==> src/design/lphs_pkg.sv <==
// Shared types and constants for the linear-probe hash set core.
// Holds op, status and outcome codes, controller states and the command/status structs.
// Used by every module of the block; depends on nothing else.
package lphs_pkg;

	localparam int KEY_W = 64;
	localparam int CAP_W = 13;
	localparam int CNT_W = 13;
	localparam int OUT_W = 16;
	localparam int CAP_LIMIT = 8191;
	localparam int CAP_RESET = 4096;
	localparam int DIV_BITS = 4;
	localparam int DIV_STEPS = KEY_W / DIV_BITS;
	localparam int DIV_CNT_W = $clog2(DIV_STEPS);

	localparam logic [KEY_W-1:0] GOLDEN = 64'h9E37_79B9_7F4A_7C15;
	localparam logic [KEY_W-1:0] EMPTY_KEY = {KEY_W{1'b1}};

	localparam logic [1:0] HS_LOW = 2'd0;
	localparam logic [1:0] HS_KEY_HI = 2'd1;
	localparam logic [1:0] HS_MUL_HI = 2'd2;
	localparam logic [1:0] HS_LAST = 2'd3;

	typedef enum logic [1:0] {
		OP_LOOKUP = 2'd0,
		OP_INSERT = 2'd1,
		OP_CLEAR = 2'd2,
		OP_NOP = 2'd3
	} op_t;

	typedef enum logic [1:0] {
		INS_OK = 2'd0,
		INS_DUP = 2'd1,
		INS_FULL = 2'd2,
		INS_LIMIT = 2'd3
	} status_t;

	typedef enum logic [1:0] {
		OUT_FOUND = 2'd0,
		OUT_EMPTY = 2'd1,
		OUT_LIMIT = 2'd2,
		OUT_FULL = 2'd3
	} outcome_t;

	typedef enum logic [2:0] {
		S_BOOT,
		S_IDLE,
		S_HASH,
		S_DIV,
		S_PINIT,
		S_PROBE,
		S_CLEAR,
		S_RESULT
	} state_t;

	typedef struct packed {
		logic load;
		logic count_clr;
		logic sweep;
		logic hash;
		logic div;
		logic pinit;
		logic probe;
		logic set_full;
		logic emit;
	} cmd_t;

	typedef struct packed {
		logic load_full;
		logic sweep_last;
		logic hash_done;
		logic div_done;
		logic probe_done;
		logic out_free;
	} sts_t;

endpackage

==> src/design/lphs_ctrl.sv <==
// Controller state machine of the linear-probe hash set core.
// Sequences sweep, hash, divide, probe and result steps through cmd_t and sts_t.
// Depends on lphs_pkg.
module lphs_ctrl import lphs_pkg::*; (
	input  logic clk,
	input  logic arst_n,
	input  logic s_tvalid,
	input  logic [1:0] s_tuser,
	output logic s_tready,
	input  sts_t sts,
	output cmd_t cmd
);

	state_t state_q;
	state_t state_nxt;
	op_t op_in;

	assign op_in = op_t'(s_tuser);

	always_ff @(posedge clk or negedge arst_n) begin
		if (!arst_n) begin
			state_q <= S_BOOT;
		end else begin
			state_q <= state_nxt;
		end
	end

	always_comb begin
		state_nxt = state_q;
		cmd = '0;
		s_tready = 1'b0;
		case (state_q)
			S_BOOT: begin
				cmd.sweep = 1'b1;
				if (sts.sweep_last) begin
					state_nxt = S_IDLE;
				end
			end
			S_IDLE: begin
				s_tready = 1'b1;
				if (s_tvalid) begin
					cmd.load = 1'b1;
					case (op_in)
						OP_LOOKUP: state_nxt = S_HASH;
						OP_INSERT: begin
							if (sts.load_full) begin
								cmd.set_full = 1'b1;
								state_nxt = S_RESULT;
							end else begin
								state_nxt = S_HASH;
							end
						end
						OP_CLEAR: begin
							cmd.count_clr = 1'b1;
							state_nxt = S_CLEAR;
						end
						default: state_nxt = S_RESULT;
					endcase
				end
			end
			S_HASH: begin
				cmd.hash = 1'b1;
				if (sts.hash_done) begin
					state_nxt = S_DIV;
				end
			end
			S_DIV: begin
				cmd.div = 1'b1;
				if (sts.div_done) begin
					state_nxt = S_PINIT;
				end
			end
			S_PINIT: begin
				cmd.pinit = 1'b1;
				state_nxt = S_PROBE;
			end
			S_PROBE: begin
				cmd.probe = 1'b1;
				if (sts.probe_done) begin
					state_nxt = S_RESULT;
				end
			end
			S_CLEAR: begin
				cmd.sweep = 1'b1;
				if (sts.sweep_last) begin
					state_nxt = S_RESULT;
				end
			end
			S_RESULT: begin
				if (sts.out_free) begin
					cmd.emit = 1'b1;
					state_nxt = S_IDLE;
				end
			end
			default: state_nxt = S_BOOT;
		endcase
	end

endmodule

==> config.mk <==
export PLATFORM = sky130hd
export DESIGN_NAME = lphs_ctrl
export DESIGN_NICKNAME = d
export VERILOG_FILES = /design/src/design/lphs_pkg.sv /design/src/design/lphs_ctrl.sv
export SDC_FILE = /design/constraint.sdc
export NUM_CORES = 1
export LEC_CHECK = 0
export BUFFER_PORTS_ARGS = -buffer_cell sky130_fd_sc_hd__buf_4
export CAP_MARGIN = 10
export CORE_AREA = 2 2 39 41
export DETAILED_ROUTE_END_ITERATION = 6
export DIE_AREA = 0 0 41 43
export GPL_ROUTABILITY_DRIVEN = 0
export SLEW_MARGIN = 20
export SYNTH_ARGS = -nofsm -noshare
export SYNTH_HDL_FRONTEND = slang
export SYNTH_SLANG_ARGS = --single-unit
==> constraint.sdc <==
create_clock -name clk -period 1.6 [get_ports clk]
set_input_delay 0 -clock clk [delete_from_list [all_inputs] [get_ports clk]]
set_output_delay 0 -clock clk [all_outputs]
set_load 0.02 [all_outputs]
---- Word-level counts from Yosys, hierarchy flattened ----
Index checks and enable logic that the tools add are counted.
W data, S select, Z words.
word-level totals
  bits in registers ....................... 3
  input bits .............................. 11
  output and inout port bits .............. 10
  word-level logic and storage cells ...... 46
operators by class
  eq/ne operators ......................... 16
  multiplexer cells ....................... 25
  reductions and logical operators ........ 4
operator list
  operator              count
  $mux W3               8
  $pmux W3 S8           1
  $ne A2 B2 Y1 const B  7
  $mux W1               13
  $eq A3 B3 Y1 const B  4
  $pmux W3 S3           1
  $reduce_and A7 Y1     1
  $eq A3 B2 Y1 const B  2
  $mux W2               2
  $eq A3 B1 Y1 const B  1
  $logic_not A3 Y1      1
  $eq A2 B1 Y1 const B  1
  $eq A2 B2 Y1 const B  1
  $logic_not A2 Y1      1
  $reduce_or A2 Y1      1

---- Logic depth before layout (Yosys ltp) ----
  depth after elaboration ................. 4
  mapped depth ............................ 5
  mapped depth without buffers ............ 4

---- Least setup slack after synthesis ----
Ideal clock, no wire load.
  path kind ............................... reg-to-output
  start point ............................. register state_q[1]
  end point ............................... output port cmd[7] (netlist name)
  arrival ................................. 1.343 ns
  required time ........................... 1.600 ns
  slack ................................... 0.257 ns
  stages on the path, launching flop included .. 6
  path buffers ............................ 1
  path through ............................ dfrtp_1 > buf_6 > inv_1 > and3_1 > nand2_2 > nor3b_2
RTL lines
  element                   line             source
  start: declaration        lphs_ctrl.sv:14  state_t state_q;
  start signal: assignment  lphs_ctrl.sv:24  state_q <= state_nxt;
  end: declaration          lphs_ctrl.sv:11  output cmd_t cmd

==> results.toml <==
[run_status]
status = "finished clean"

[die]
io_pins = 21
chipHeight_microns = 43
core_area_sq_um = 1384
row_count = 14
die-area_sq_um = 1763
die_w_microns = 41
start_util_pct = 21.25

[final_layout]
final_cell_mix = "20 x buf_4, 4 x nor2_1, 3 x nor3_1, 3 x mux2i_1, 3 x clkbuf_4"
largest_register_ffs = 3
fin_cells = 74
final_common_cell = "buf_4"
utilization_pct = 34.27
areaGrowthSynthToFinish_pct = 61.28
drive_above_1_share_pct = 53.45
nNetsFinal = 70
nFillCells = 148
top_regs = "state_q x3"
top_register = "state_q"
antenna_cells = 0

[worst_hold_path]
hold_path.class = "input port to register"

[sta]
setup_viol = 0
fin_crit_sh_pct = 92.50
rsz0062_at_grt = "false"
worst_pin_slew_ns = 0.3697
clock_skew_ns = 0.0005832
worst_hold_slack_ns = 0.07383
fmax_mhz = 675.6
min_period_ns = 1.480
slew_viol_final = 0
final-hold-violation-count = 0
worst_slack_ns = 0.1199
setup-tns-final_ns = 0
relSlewSlack_pct = 75.35

[clock_tree]
clock_path_buffers = 2
clk_pin_slew_ns = 0.04
post_cts.repair.setup_buffers = 0
htree_levels = 1
numCtsBuffers = 3
cts.sink_count = 3
cts_tree = "done"
cts-root-buf = "clkbuf_4"
clk_latency_ns = 0.23

[yosys]
syn_area_sq_um = 294.0
yosysSeqAreaShare_pct = 25.53
synth_compound_area_share_pct = 15.32
synth_top_family_by_area = "simple AND/OR/NAND/NOR gates"
synthCells = 36
avgSynthCellArea_sq_um = 8.168
synth_warnings = 0
ys_ff_latch = 3
muxShareOfSynthArea_pct = 10.21
synth_fp_nets = 47
synthXorXnorAreaFrac_pct = 2.979
synth_cell_types = 22
synth_fa_ha_area_share_pct = 0
synthSimpleGateAreaFrac_pct = 32.77

[route]
drcViolationCount = 0
drt_iter0_markers = 2
firstDrtPassIters = 2
drtAntennaViolNets = 0
vias = 320
viasPerCell = 4.324
wl_per_cell_microns = 10.54
drt-total-wl_microns = 780

[setup_path]
cp-endpoint = "cmd[7]"
crit_type = "register to output port"
critPathLaunchType = "register"
crit_start = "state_q[2]"
rr_worst_depth = 4
cp-end-kind = "output port"
r2r_end = "state_q[1]"
required_ns = 1.60
worstReg2RegStart = "state_q[2]"
crit_arrival_ns = 1.48
crit_fanout = 10
r2r_slack_ns = 0.35

[pwr]
power_leakage_nw = 0.2434
ir_worst_vdd_uv = 409.2
p_switching_w = 0.0003714
clkPwrFrac_pct = 17.2
intPower_w = 0.0004202
seqPwrFrac_pct = 26.3
power_density_nw_per_um2 = 1669
p_sw_share_pct = 46.92
combinationalPowerShare_pct = 56.5

[global_route]
grt_usage_pct = 9.018
grt_pass1_vias = 289
antenna_found_initial = 0
grt_overflow = 0
grt_pass1_wl_mm = 1.110
grt_max_degree = 11

[placed_design]
pre_cts_ws_ns = 0.3288
placedCellCount = 69
port_buffers = 20
dpl.hpwl_microns = 609.7

[run]
cap_violations = 0
synthesized netlist by cell type:
master	number	area share (%)
nand2_1	2	2.6
nor3_2	1	3.4
a31oi_1	1	2.1
nand2_2	1	2.1
o21ai_1	1	1.7
nor2_1	4	5.1
o211ai_1	1	2.6
clkbuf_2	1	1.7
mux2i_1	3	10
a21oi_2	1	3.0
and3_1	2	4.3
inv_2	1	1.3
a21oi_1	2	3.4
and4_2	1	3.4
o31ai_1	1	2.6
and3_2	1	2.6
nor3_1	3	5.1
nor3b_2	1	4.3
dfrtp_1	3	26
xor2_1	1	3.0
inv_1	2	2.6
buf_6	2	7.7
kinds of logic after synthesis:
group,count (synthesis)
buffers and inverters,6
multiplexers,3
AND/OR/NAND/NOR,16
flip-flops,3
XOR/XNOR,1
AO/OA/AOI/OAI,7
worst min path at each step:
stage	cells past startpoint	end	startpoint	slack, ns
2_1_floorplan	0	state_q[0]	arst_n	-0.30
3_3_place_gp	1	state_q[1]	arst_n	-0.21
3_5_place_dp	1	state_q[1]	arst_n	-0.21
6_report	3	state_q[1]	sts[1]	0.07
4_1_cts	2	state_q[1]	arst_n	0.08
5_1_grt	3	state_q[1]	sts[1]	0.08
layer usage:
| metal | GRT usage, % | wire [microns] |
|---|---|---|
| met4 | 2.000 | 0 |
| met2 | 14.69 | 332 |
| met1 | 10.54 | 354 |
| met3 | 3.665 | 93 |
| met5 | 0 | 0 |
critical path, cell delays in order (launching register included):
cell,delay [ns]
dfrtp_1,0.50
inv_2,0.14
and3_1,0.20
nand2_2,0.09
nor3b_2,0.15
buf_4,0.16
per-stage QoR:
stage          area [sq um]  total power [W]
6_report              474.2        0.0007917
5_1_grt               474.2        0.0008573
4_1_cts               473.0        0.0007996
3_5_place_dp          436.7        0.0006561
3_3_place_gp          436.7        0.0006487
2_1_floorplan         294.0        0.0005372
power by group through the flow:
stage / combinational [W] / clock [W] / sequential (W)
after floorplan: 0.000414 / 0 / 0.000123
after global placement: 0.000445 / 0 / 0.000203
after detailed placement: 0.000452 / 0 / 0.000204
after CTS: 0.000453 / 0.000141 / 0.000205
after global routing: 0.000488 / 0.000153 / 0.000216
final: 0.000447 / 0.000136 / 0.000208
what timing repair did:
item | 4_1_cts | 5_1_grt
hold buffers | 1 | 0
endpoints found under the hold margin | 3 | 0
setup endpoints to repair | 0 | 2
resized for setup | 0 | 1
area by class of cell:
type                    instances  area, sq um  area share (%)
flip-flops and latches          3        76.32           16.09
clock buffers                   4        26.28           5.541
repair buffers                 21        160.2           33.77
inverters                       3        11.26           2.375
multi-input cells              27        180.2           37.99
well taps                      16        20.02           4.222
No activity file was read; power rests on OpenSTA's default activity.
